`src/arp_pkg.sv`:
```
// ============================================================================
// arp_pkg: shared types and constants of the ARP table responder
// Command and action codes, ARP field values, controller state type and the
// command/status bundles between controller and datapath.
// ============================================================================
package arp_pkg;

   localparam int TABLE_ENTRIES_DEFAULT = 16;

   // item commands
   localparam logic [1:0] CMD_RX_PACKET = 2'd0;
   localparam logic [1:0] CMD_LOOKUP    = 2'd1;
   localparam logic [1:0] CMD_SEND_REQ  = 2'd2;

   // result actions
   localparam logic [1:0] ACT_NONE    = 2'd0;
   localparam logic [1:0] ACT_REPLY   = 2'd1;
   localparam logic [1:0] ACT_REQUEST = 2'd2;
   localparam logic [1:0] ACT_LOOKUP  = 2'd3;

   // ARP header values
   localparam logic [15:0] HW_ETHERNET = 16'h0001;
   localparam logic [15:0] PROTO_IPV4  = 16'h0800;
   localparam logic [15:0] OP_REQUEST  = 16'd1;
   localparam logic [15:0] OP_REPLY    = 16'd2;
   localparam logic [1:0]  TX_OP_REQUEST = 2'd1;
   localparam logic [1:0]  TX_OP_REPLY   = 2'd2;
   localparam logic [47:0] BROADCAST_MAC = 48'hFFFF_FFFF_FFFF;

   // register select (paddr bit 3)
   localparam logic REG_OWN_IP  = 1'b0;
   localparam logic REG_OWN_MAC = 1'b1;

   typedef enum logic [1:0] {
      ST_IDLE,
      ST_DECODE,
      ST_SEARCH,
      ST_RESPOND
   } arp_state_type;

   typedef struct packed {
      logic load;
      logic search;
      logic respond;
   } arp_cmd_type;

   typedef struct packed {
      logic need_search;
      logic search_done;
   } arp_stat_type;

   typedef struct packed {
      logic [31:0] ip;
      logic [47:0] mac;
   } arp_entry_type;

endpackage

```
`src/arp_csr.sv`:
```
// ============================================================================
// arp_csr: station address registers
// Holds own_ip and own_mac, written and read over the APB-style port.
// ============================================================================
module arp_csr
   import arp_pkg::*;
(
   input  logic        clock,
   input  logic        reset,
   input  logic        psel,
   input  logic        penable,
   input  logic        pwrite,
   input  logic [3:0]  paddr,
   input  logic [63:0] pwdata,
   output logic [63:0] prdata,
   output logic        pready,
   output logic [31:0] own_ip
);

   logic [31:0] own_ip_ff, own_ip_in;
   logic [47:0] own_mac_ff, own_mac_in;
   logic        wr_en;

   always_comb begin
      wr_en      = psel && penable && pwrite;
      own_ip_in  = own_ip_ff;
      own_mac_in = own_mac_ff;
      if (wr_en) begin
         unique case (paddr[3])
            REG_OWN_IP:  own_ip_in  = pwdata[31:0];
            REG_OWN_MAC: own_mac_in = pwdata[47:0];
            default: ;
         endcase
      end
   end

   always_ff @(posedge clock) begin
      if (reset) begin
         own_ip_ff  <= '0;
         own_mac_ff <= '0;
      end else begin
         own_ip_ff  <= own_ip_in;
         own_mac_ff <= own_mac_in;
      end
   end

   always_comb begin
      unique case (paddr[3])
         REG_OWN_IP:  prdata = {32'd0, own_ip_ff};
         REG_OWN_MAC: prdata = {16'd0, own_mac_ff};
         default:     prdata = '0;
      endcase
   end

   assign pready  = 1'b1;
   assign own_ip  = own_ip_ff;

endmodule

```
`src/arp_ctrl.sv`:
```
// ============================================================================
// arp_ctrl: item sequencer
// Steps each transaction through decode, table search and response.
// ============================================================================
module arp_ctrl
   import arp_pkg::*;
(
   input  logic         clock,
   input  logic         reset,
   input  logic         start,
   input  arp_stat_type stat,
   output arp_cmd_type  cmd,
   output logic         busy
);

   arp_state_type state_ff, state_in;

   always_comb begin
      state_in = state_ff;
      unique case (state_ff)
         ST_IDLE:    if (start) state_in = ST_DECODE;
         ST_DECODE:  state_in = stat.need_search ? ST_SEARCH : ST_RESPOND;
         ST_SEARCH:  if (stat.search_done) state_in = ST_RESPOND;
         ST_RESPOND: state_in = ST_IDLE;
         default:    state_in = ST_IDLE;
      endcase
   end

   always_ff @(posedge clock) begin
      if (reset) begin
         state_ff <= ST_IDLE;
      end else begin
         state_ff <= state_in;
      end
   end

   always_comb begin
      cmd  = '0;
      busy = 1'b1;
      unique case (state_ff)
         ST_IDLE: begin
            busy     = 1'b0;
            cmd.load = start;
         end
         ST_DECODE:  ;
         ST_SEARCH:  cmd.search  = 1'b1;
         ST_RESPOND: cmd.respond = 1'b1;
         default:    ;
      endcase
   end

endmodule

```
`src/arp_dpath.sv`:
```
// ============================================================================
// arp_dpath: item registers, address table and result registers
// Latches the transaction, scans the table one entry a cycle through a
// registered read port, then updates the table and builds the result.
// ============================================================================
module arp_dpath
   import arp_pkg::*;
#(
   parameter int TABLE_ENTRIES = TABLE_ENTRIES_DEFAULT
)(
   input  logic         clock,
   input  logic         reset,
   input  arp_cmd_type  cmd,
   output arp_stat_type stat,
   input  logic [31:0]  own_ip,
   input  logic [1:0]   req_command,
   input  logic [15:0]  req_op_code,
   input  logic [15:0]  req_hw_type,
   input  logic [15:0]  req_proto_type,
   input  logic [47:0]  req_sender_mac,
   input  logic [31:0]  req_sender_ip,
   input  logic [31:0]  req_query_ip,
   output logic         rsp_valid,
   output logic [1:0]   rsp_action,
   output logic [47:0]  rsp_tx_dest_mac,
   output logic [1:0]   rsp_tx_op,
   output logic [31:0]  rsp_tx_target_ip,
   output logic         rsp_found,
   output logic [47:0]  rsp_found_mac,
   output logic         rsp_table_full
);

   localparam int IDX_W = (TABLE_ENTRIES > 1) ? $clog2(TABLE_ENTRIES) : 1;
   localparam int CNT_W = $clog2(TABLE_ENTRIES + 1);
   localparam logic [CNT_W-1:0] COUNT_MAX = CNT_W'(TABLE_ENTRIES);

   // latched transaction
   logic [1:0]  command_ff;
   logic [15:0] op_code_ff, hw_type_ff, proto_type_ff;
   logic [47:0] sender_mac_ff;
   logic [31:0] sender_ip_ff, query_ip_ff;

   // table and search state
   arp_entry_type    entry_mem_ff [TABLE_ENTRIES];
   arp_entry_type    rd_entry_ff;
   logic [CNT_W-1:0] count_ff, count_in;
   logic [CNT_W-1:0] issued_ff, issued_in;
   logic             cmp_valid_ff, cmp_valid_in;
   logic [IDX_W-1:0] cmp_idx_ff;
   logic             hit_ff, hit_in;
   logic [IDX_W-1:0] hit_idx_ff;
   logic [47:0]      hit_mac_ff;

   // result registers
   logic        rsp_valid_ff;
   logic [1:0]  action_ff, action_in;
   logic [47:0] dest_mac_ff, dest_mac_in;
   logic [1:0]  tx_op_ff, tx_op_in;
   logic [31:0] target_ip_ff, target_ip_in;
   logic        found_ff, found_in;
   logic [47:0] found_mac_ff, found_mac_in;
   logic        full_ff, full_in;

   logic             types_ok, is_req, is_rep, has_room;
   logic [31:0]      key_ip;
   logic             issue, match;
   logic             wr_en;
   logic [IDX_W-1:0] wr_addr;
   arp_entry_type    wr_entry;

   always_ff @(posedge clock) begin
      if (cmd.load) begin
         command_ff    <= req_command;
         op_code_ff    <= req_op_code;
         hw_type_ff    <= req_hw_type;
         proto_type_ff <= req_proto_type;
         sender_mac_ff <= req_sender_mac;
         sender_ip_ff  <= req_sender_ip;
         query_ip_ff   <= req_query_ip;
      end
   end

   always_comb begin
      types_ok = (hw_type_ff == HW_ETHERNET) && (proto_type_ff == PROTO_IPV4);
      is_req   = (command_ff == CMD_RX_PACKET) && types_ok && (op_code_ff == OP_REQUEST);
      is_rep   = (command_ff == CMD_RX_PACKET) && types_ok && (op_code_ff == OP_REPLY);
      key_ip   = (command_ff == CMD_LOOKUP) ? query_ip_ff : sender_ip_ff;
      has_room = (count_ff < COUNT_MAX);

      issue = cmd.search && (issued_ff < count_ff);
      match = cmp_valid_ff && (rd_entry_ff.ip == key_ip);

      stat.need_search = (command_ff == CMD_LOOKUP) || is_rep;
      stat.search_done = match || (!cmp_valid_ff && (issued_ff == count_ff));
   end

   // search sequencing: issue one read per cycle, compare the previous read
   always_comb begin
      issued_in    = issued_ff;
      cmp_valid_in = 1'b0;
      hit_in       = hit_ff;
      if (cmd.load) begin
         issued_in = '0;
         hit_in    = 1'b0;
      end else if (cmd.search) begin
         cmp_valid_in = issue;
         if (issue) issued_in = issued_ff + CNT_W'(1);
         if (match) hit_in = 1'b1;
      end
   end

   // table update on the response cycle of a learned reply
   always_comb begin
      wr_en          = cmd.respond && is_rep && (hit_ff || has_room);
      wr_addr        = hit_ff ? hit_idx_ff : count_ff[IDX_W-1:0];
      wr_entry.ip    = sender_ip_ff;
      wr_entry.mac   = sender_mac_ff;
      count_in       = count_ff;
      if (cmd.respond && is_rep && !hit_ff && has_room) begin
         count_in = count_ff + CNT_W'(1);
      end
   end

   always_ff @(posedge clock) begin
      if (issue) begin
         rd_entry_ff <= entry_mem_ff[issued_ff[IDX_W-1:0]];
         cmp_idx_ff  <= issued_ff[IDX_W-1:0];
      end
      if (wr_en) begin
         entry_mem_ff[wr_addr] <= wr_entry;
      end
      if (cmd.search && match && !hit_ff) begin
         hit_idx_ff <= cmp_idx_ff;
         hit_mac_ff <= rd_entry_ff.mac;
      end
   end

   always_comb begin
      action_in    = ACT_NONE;
      dest_mac_in  = '0;
      tx_op_in     = '0;
      target_ip_in = '0;
      found_in     = 1'b0;
      found_mac_in = '0;
      full_in      = 1'b0;
      priority if (is_req) begin
         if (query_ip_ff == own_ip) begin
            action_in    = ACT_REPLY;
            dest_mac_in  = sender_mac_ff;
            tx_op_in     = TX_OP_REPLY;
            target_ip_in = sender_ip_ff;
         end
      end else if (is_rep) begin
         full_in = !hit_ff && !has_room;
      end else if (command_ff == CMD_LOOKUP) begin
         action_in    = ACT_LOOKUP;
         found_in     = hit_ff;
         found_mac_in = hit_ff ? hit_mac_ff : '0;
      end else if (command_ff == CMD_SEND_REQ) begin
         action_in    = ACT_REQUEST;
         dest_mac_in  = BROADCAST_MAC;
         tx_op_in     = TX_OP_REQUEST;
         target_ip_in = query_ip_ff;
      end else begin
         action_in = ACT_NONE;
      end
   end

   always_ff @(posedge clock) begin
      if (cmd.respond) begin
         action_ff    <= action_in;
         dest_mac_ff  <= dest_mac_in;
         tx_op_ff     <= tx_op_in;
         target_ip_ff <= target_ip_in;
         found_ff     <= found_in;
         found_mac_ff <= found_mac_in;
         full_ff      <= full_in;
      end
   end

   always_ff @(posedge clock) begin
      if (reset) begin
         count_ff     <= '0;
         issued_ff    <= '0;
         cmp_valid_ff <= 1'b0;
         hit_ff       <= 1'b0;
         rsp_valid_ff <= 1'b0;
      end else begin
         count_ff     <= count_in;
         issued_ff    <= issued_in;
         cmp_valid_ff <= cmp_valid_in;
         hit_ff       <= hit_in;
         rsp_valid_ff <= cmd.respond;
      end
   end

   assign rsp_valid        = rsp_valid_ff;
   assign rsp_action       = action_ff;
   assign rsp_tx_dest_mac  = dest_mac_ff;
   assign rsp_tx_op        = tx_op_ff;
   assign rsp_tx_target_ip = target_ip_ff;
   assign rsp_found        = found_ff;
   assign rsp_found_mac    = found_mac_ff;
   assign rsp_table_full   = full_ff;

   a_respond_strobe: assert property (@(posedge clock) disable iff (reset)
      cmd.respond |=> rsp_valid_ff)
      else $error("response cycle did not raise the result strobe");

   a_strobe_single: assert property (@(posedge clock) disable iff (reset)
      rsp_valid_ff |=> !rsp_valid_ff)
      else $error("result strobe held for more than one cycle");

   a_count_bound: assert property (@(posedge clock) disable iff (reset)
      count_ff <= COUNT_MAX)
      else $error("entry count beyond table size");

   a_full_only_when_full: assert property (@(posedge clock) disable iff (reset)
      (rsp_valid_ff && full_ff) |-> (count_ff == COUNT_MAX && action_ff == ACT_NONE))
      else $error("table_full flagged while space remains");

   a_found_only_lookup: assert property (@(posedge clock) disable iff (reset)
      (rsp_valid_ff && found_ff) |-> (action_ff == ACT_LOOKUP))
      else $error("found set on a non-lookup result");

endmodule

```
`src/arp_table_responder.sv`:
```
// ============================================================================
// arp_table_responder: ARP cache and responder for IPv4 over Ethernet
// Learns IPv4-to-MAC pairs from ARP replies, answers requests for own_ip,
// serves lookups and builds broadcast request descriptors.
// ============================================================================
// Busy stays high from accept through decode, any table search and the response
//   state; a lookup or reply searches the table, stopping at the first hit or
//   after the entries held, at once with the table empty.
// The result strobe is high in the first cycle with busy low again; it cannot
//   stall.
// Reset: synchronous; clears the entry count, station registers and strobe.
module arp_table_responder
   import arp_pkg::*;
#(
   parameter int TABLE_ENTRIES = TABLE_ENTRIES_DEFAULT
)(
   input  logic        clock,
   input  logic        reset,
   input  logic        start,
   output logic        busy,
   input  logic [1:0]  req_command,
   input  logic [15:0] req_op_code,
   input  logic [15:0] req_hw_type,
   input  logic [15:0] req_proto_type,
   input  logic [47:0] req_sender_mac,
   input  logic [31:0] req_sender_ip,
   input  logic [31:0] req_query_ip,
   output logic        rsp_valid,
   output logic [1:0]  rsp_action,
   output logic [47:0] rsp_tx_dest_mac,
   output logic [1:0]  rsp_tx_op,
   output logic [31:0] rsp_tx_target_ip,
   output logic        rsp_found,
   output logic [47:0] rsp_found_mac,
   output logic        rsp_table_full,
   input  logic        psel,
   input  logic        penable,
   input  logic        pwrite,
   input  logic [3:0]  paddr,
   input  logic [63:0] pwdata,
   output logic [63:0] prdata,
   output logic        pready
);

   arp_cmd_type  cmd;
   arp_stat_type stat;
   logic [31:0]  own_ip;

   arp_csr u_csr (
      .clock   (clock),
      .reset   (reset),
      .psel    (psel),
      .penable (penable),
      .pwrite  (pwrite),
      .paddr   (paddr),
      .pwdata  (pwdata),
      .prdata  (prdata),
      .pready  (pready),
      .own_ip  (own_ip)
   );

   arp_ctrl u_ctrl (
      .clock (clock),
      .reset (reset),
      .start (start),
      .stat  (stat),
      .cmd   (cmd),
      .busy  (busy)
   );

   arp_dpath #(
      .TABLE_ENTRIES (TABLE_ENTRIES)
   ) u_dpath (
      .clock            (clock),
      .reset            (reset),
      .cmd              (cmd),
      .stat             (stat),
      .own_ip           (own_ip),
      .req_command      (req_command),
      .req_op_code      (req_op_code),
      .req_hw_type      (req_hw_type),
      .req_proto_type   (req_proto_type),
      .req_sender_mac   (req_sender_mac),
      .req_sender_ip    (req_sender_ip),
      .req_query_ip     (req_query_ip),
      .rsp_valid        (rsp_valid),
      .rsp_action       (rsp_action),
      .rsp_tx_dest_mac  (rsp_tx_dest_mac),
      .rsp_tx_op        (rsp_tx_op),
      .rsp_tx_target_ip (rsp_tx_target_ip),
      .rsp_found        (rsp_found),
      .rsp_found_mac    (rsp_found_mac),
      .rsp_table_full   (rsp_table_full)
   );

endmodule

```
`config.mk`:
```
export PLATFORM = sky130hd
export DESIGN_NAME = arp_table_responder
export DESIGN_NICKNAME = d
export VERILOG_FILES = /design/src/arp_pkg.sv /design/src/arp_csr.sv /design/src/arp_ctrl.sv /design/src/arp_dpath.sv /design/src/arp_table_responder.sv
export SDC_FILE = /design/constraint.sdc
export NUM_CORES = 2
export LEC_CHECK = 0
export BUFFER_PORTS_ARGS = -buffer_cell sky130_fd_sc_hd__buf_2
export CORE_AREA = 2 2 431 433
export DETAILED_ROUTE_END_ITERATION = 8
export DIE_AREA = 0 0 433 435
export PLACE_DENSITY_LB_ADDON = 0.2
export SLEW_MARGIN = 20
export SYNTH_ARGS = -nofsm -noshare
export SYNTH_HDL_FRONTEND = slang
export SYNTH_SLANG_ARGS = --single-unit
```
`constraint.sdc`:
```
create_clock -name clock -period 9.4 [get_ports clock]
set_input_delay 1.41 -clock clock [delete_from_list [all_inputs] [get_ports clock]]
set_output_delay 1.41 -clock clock [all_outputs]
set_load 0.05 [all_outputs]
```
==> metrics.csv <==
metric;value;unit
status;finished, final reports clean;
synthSimpleGateAreaFrac;3.15;%
endpoint_kind;register;
fin_ws;4170;ps
dieHeight;435;um
relSlewSlack;20.9;%
preCtsSetupSlack;4070;ps
synth_top_area_share;75.9;%
vias;32600;
place_congestion;0.755;
ys_types;53;
start_util;36.8;%
numCtsBuffers;191;
dr.pass1.iters;5;
area.growth.synth_to_final;16.4;%
cts_resized;0;
grt_overflow;0;
r2r_slack;4170;ps
leakage;0.0252;uW
drtIter0Drc;3010;
syn_area_per_cell;21.6;um^2
synthTopCellsByArea;edfxtp_1 (76%), mux4_2 (13%), dfxtp_1 (2.8%);
ys_ff_latch;1807;
layout-drive-gt1-share;31.7;%
fmax;0.191;GHz
vias_per_cell;5.19;
cts_tree;yes;
synth_top_family_by_area;multiplexers;
worstPathArrival;5670;ps
fin_skew;53.4;ps
routed.top_layer;met5;
ys_async_sr_fraction;0;%
die_area;188000;um^2
worst-setup-path-type;reg2reg;
clk-insertion-delay-late;850;ps
netlist_area;67700;um^2
routed_wl;179;mm
setup_violations;0;
peakVddDrop;0.170;mV
met3_length;9.99;mm
grt_pass1_wl;251;mm
grt_pass1_vias;33500;
synthCells;3137;
finalCriticalPeriod;5230;ps
fin_setup_tns;0;ps
ant_nets;0;
pin_count;437;
core-area;184000;um^2
wl_per_cell;28.5;um
grt_max_degree;131;
wl_met2;87.2;mm
post-route-period-util;55.7;%
cts_buffer_depth;3;
synthMuxAreaShare;14.4;%
cts_setup_buffers;0;
maxCapViolCount;0;
crit_fanout;55;
start_kind;register;
worst_pin_slew;1180;ps
p_per_area;232;nW/um^2
drt_drc_violations_left;0;
htreeDepth;4;
met1_length;77.0;mm
synth_ff_type;edfxtp_1;
nNetsFinal;3890;
synth-compound-area-share;1.20;%
synth-edff-count;1712;
cts.clk_slew.worst_paths;60;ps
hold_class;reg2reg;
fp-row-count;158;
die_w;433;um
clock_sinks;1807;
cts_hold_buf;0;
hpwlAfterDp;96.4;mm
synthXorXnorAreaFrac;0.918;%
track_usage;18.8;%
hold_violations;0;
report.final.slew_viol_count;0;
io_buffers;400;
grt_antenna_before_repair;14;
yosysSeqAreaShare;78.7;%
fillers;15900;
cts_root_buffer;clkbuf_16;
synthAdderAreaFrac;0.277;%
required;9830;ps
synth_warnings;0;
rsz0062_at_grt;false;
synth_top_area_cell;edfxtp_1;
==> flip-flops by register name, summed over array words and instances (netlist names), 16 cells and up <==
name / cells
u_csr.own_ip: 32
u_csr.own_mac_ff: 48
u_dpath.entry_mem_ff: 1280
u_dpath.hit_mac_ff: 48
u_dpath.hw_type_ff: 16
u_dpath.op_code_ff: 16
u_dpath.proto_type_ff: 16
u_dpath.query_ip_ff: 32
u_dpath.rd_entry_ff: 80
u_dpath.rsp_found_mac: 48
u_dpath.rsp_tx_dest_mac: 48
u_dpath.rsp_tx_target_ip: 32
u_dpath.sender_ip_ff: 32
u_dpath.sender_mac_ff: 48
==> metrics by stage <==
stage	std cells	utilization (%)	instance area (um^2)	power [uW]	hold slack, ps
floorplan	3152	-	67800	10600	400
global placement	5925	39.6	72800	11300	402
detailed placement	5925	39.6	72800	11300	405
CTS	6269	42.8	78800	18500	415
global route	6272	42.8	78800	18900	421
finish	6277	42.8	78800	18300	417
==> final timing paths <==
path | startpoint | to | cells past startpoint
max | u_dpath.command_ff[0] | u_dpath.entry_mem_ff[1][30] | 11
min | u_dpath.rd_entry_ff[25] | u_dpath.hit_mac_ff[25] | 0
min reg2reg | u_dpath.rd_entry_ff[25] | u_dpath.hit_mac_ff[25] | 0
max reg2reg | u_dpath.command_ff[0] | u_dpath.entry_mem_ff[1][30] | 11
==> worst max-delay path, cell delays in order, from the launching register on <==
cell and delay (ps):
edfxtp_1 400, inv_1 100, ha_1 300, nor4b_2 280, nand4_1 220, nor4_2 670
nand2_2 130, buf_4 430, nor4b_1 520, nand2_1 340, nor2_4 540, buf_4 860
==> final cells by class <==
type	instances	area, um^2	share of cell area, %
Antenna cell	7	17.5	0.0222
Clock inverter	99	828	1.05
Inverter	19	71.3	0.0905
Multi-Input combinational cell	1154	13700	17.4
Timing Repair Buffer	466	2630	3.33
Tap cell	2480	3100	3.94
Clock buffer	245	5090	6.46
Sequential cell	1807	53300	67.7
==> cells by family after synthesis <==
logic type	Yosys count
compound gates	130
xor+xnor	71
simple gates	453
mux	468
fa+ha+maj	15
other cells	2
buf+inv	191
flops	1807
==> where the power goes <==
part	total [uW]	leakage [uW]	internal, uW	switching (uW)
clock	7190	0.00290	4030	3160
combinational	1050	0.00599	245	803
sequential	10000	0.0163	9490	545
==> per-layer routing <==
| layer | vias to the layer above | track usage [%] |
|---|---|---|
| met2 | 1040 | 30.4 |
| li1 | 13800 | - |
| met3 | 264 | 3.55 |
| met5 | - | 0 |
| met1 | 17500 | 25.6 |
| met4 | 12 | 5.91 |
==> cell usage in the layout (no fill, tap or decap), types with 39 or more instances in the layout <==
master	n
clkbuf_16	193
buf_2	398
clkinv_1	39
and3_1	49
edfxtp_1	1712
nand2_1	271
a21oi_1	84
mux4_2	400
clkbuf_1	45
dfxtp_1	91
buf_4	58
==> synthesized netlist by cell type (2+ instances only) <==
| cell type | number |
|---|---|
| buf_4 | 17 |
| nand3_1 | 4 |
| and3_1 | 50 |
| inv_1 | 19 |
| a32oi_1 | 2 |
| dfxtp_1 | 95 |
| xor2_1 | 36 |
| mux2i_1 | 35 |
| edfxtp_1 | 1712 |
| nor3_1 | 3 |
| buf_6 | 11 |
| nor4b_1 | 4 |
| mux2_2 | 32 |
| buf_1 | 16 |
| nand4_1 | 12 |
| conb_1 | 2 |
| ha_1 | 15 |
| mux4_2 | 400 |
| nor4_2 | 4 |
| nand2_1 | 273 |
| nor2_1 | 41 |
| a22o_1 | 32 |
| nor4_1 | 28 |
| xnor2_1 | 35 |
| clkbuf_1 | 96 |
| buf_2 | 32 |
| nand2b_1 | 2 |
| nor3b_1 | 3 |
| a31oi_1 | 2 |
| a21oi_1 | 84 |
| nor4b_2 | 2 |
| and2_1 | 17 |
(Power assumes the default switching activity.)
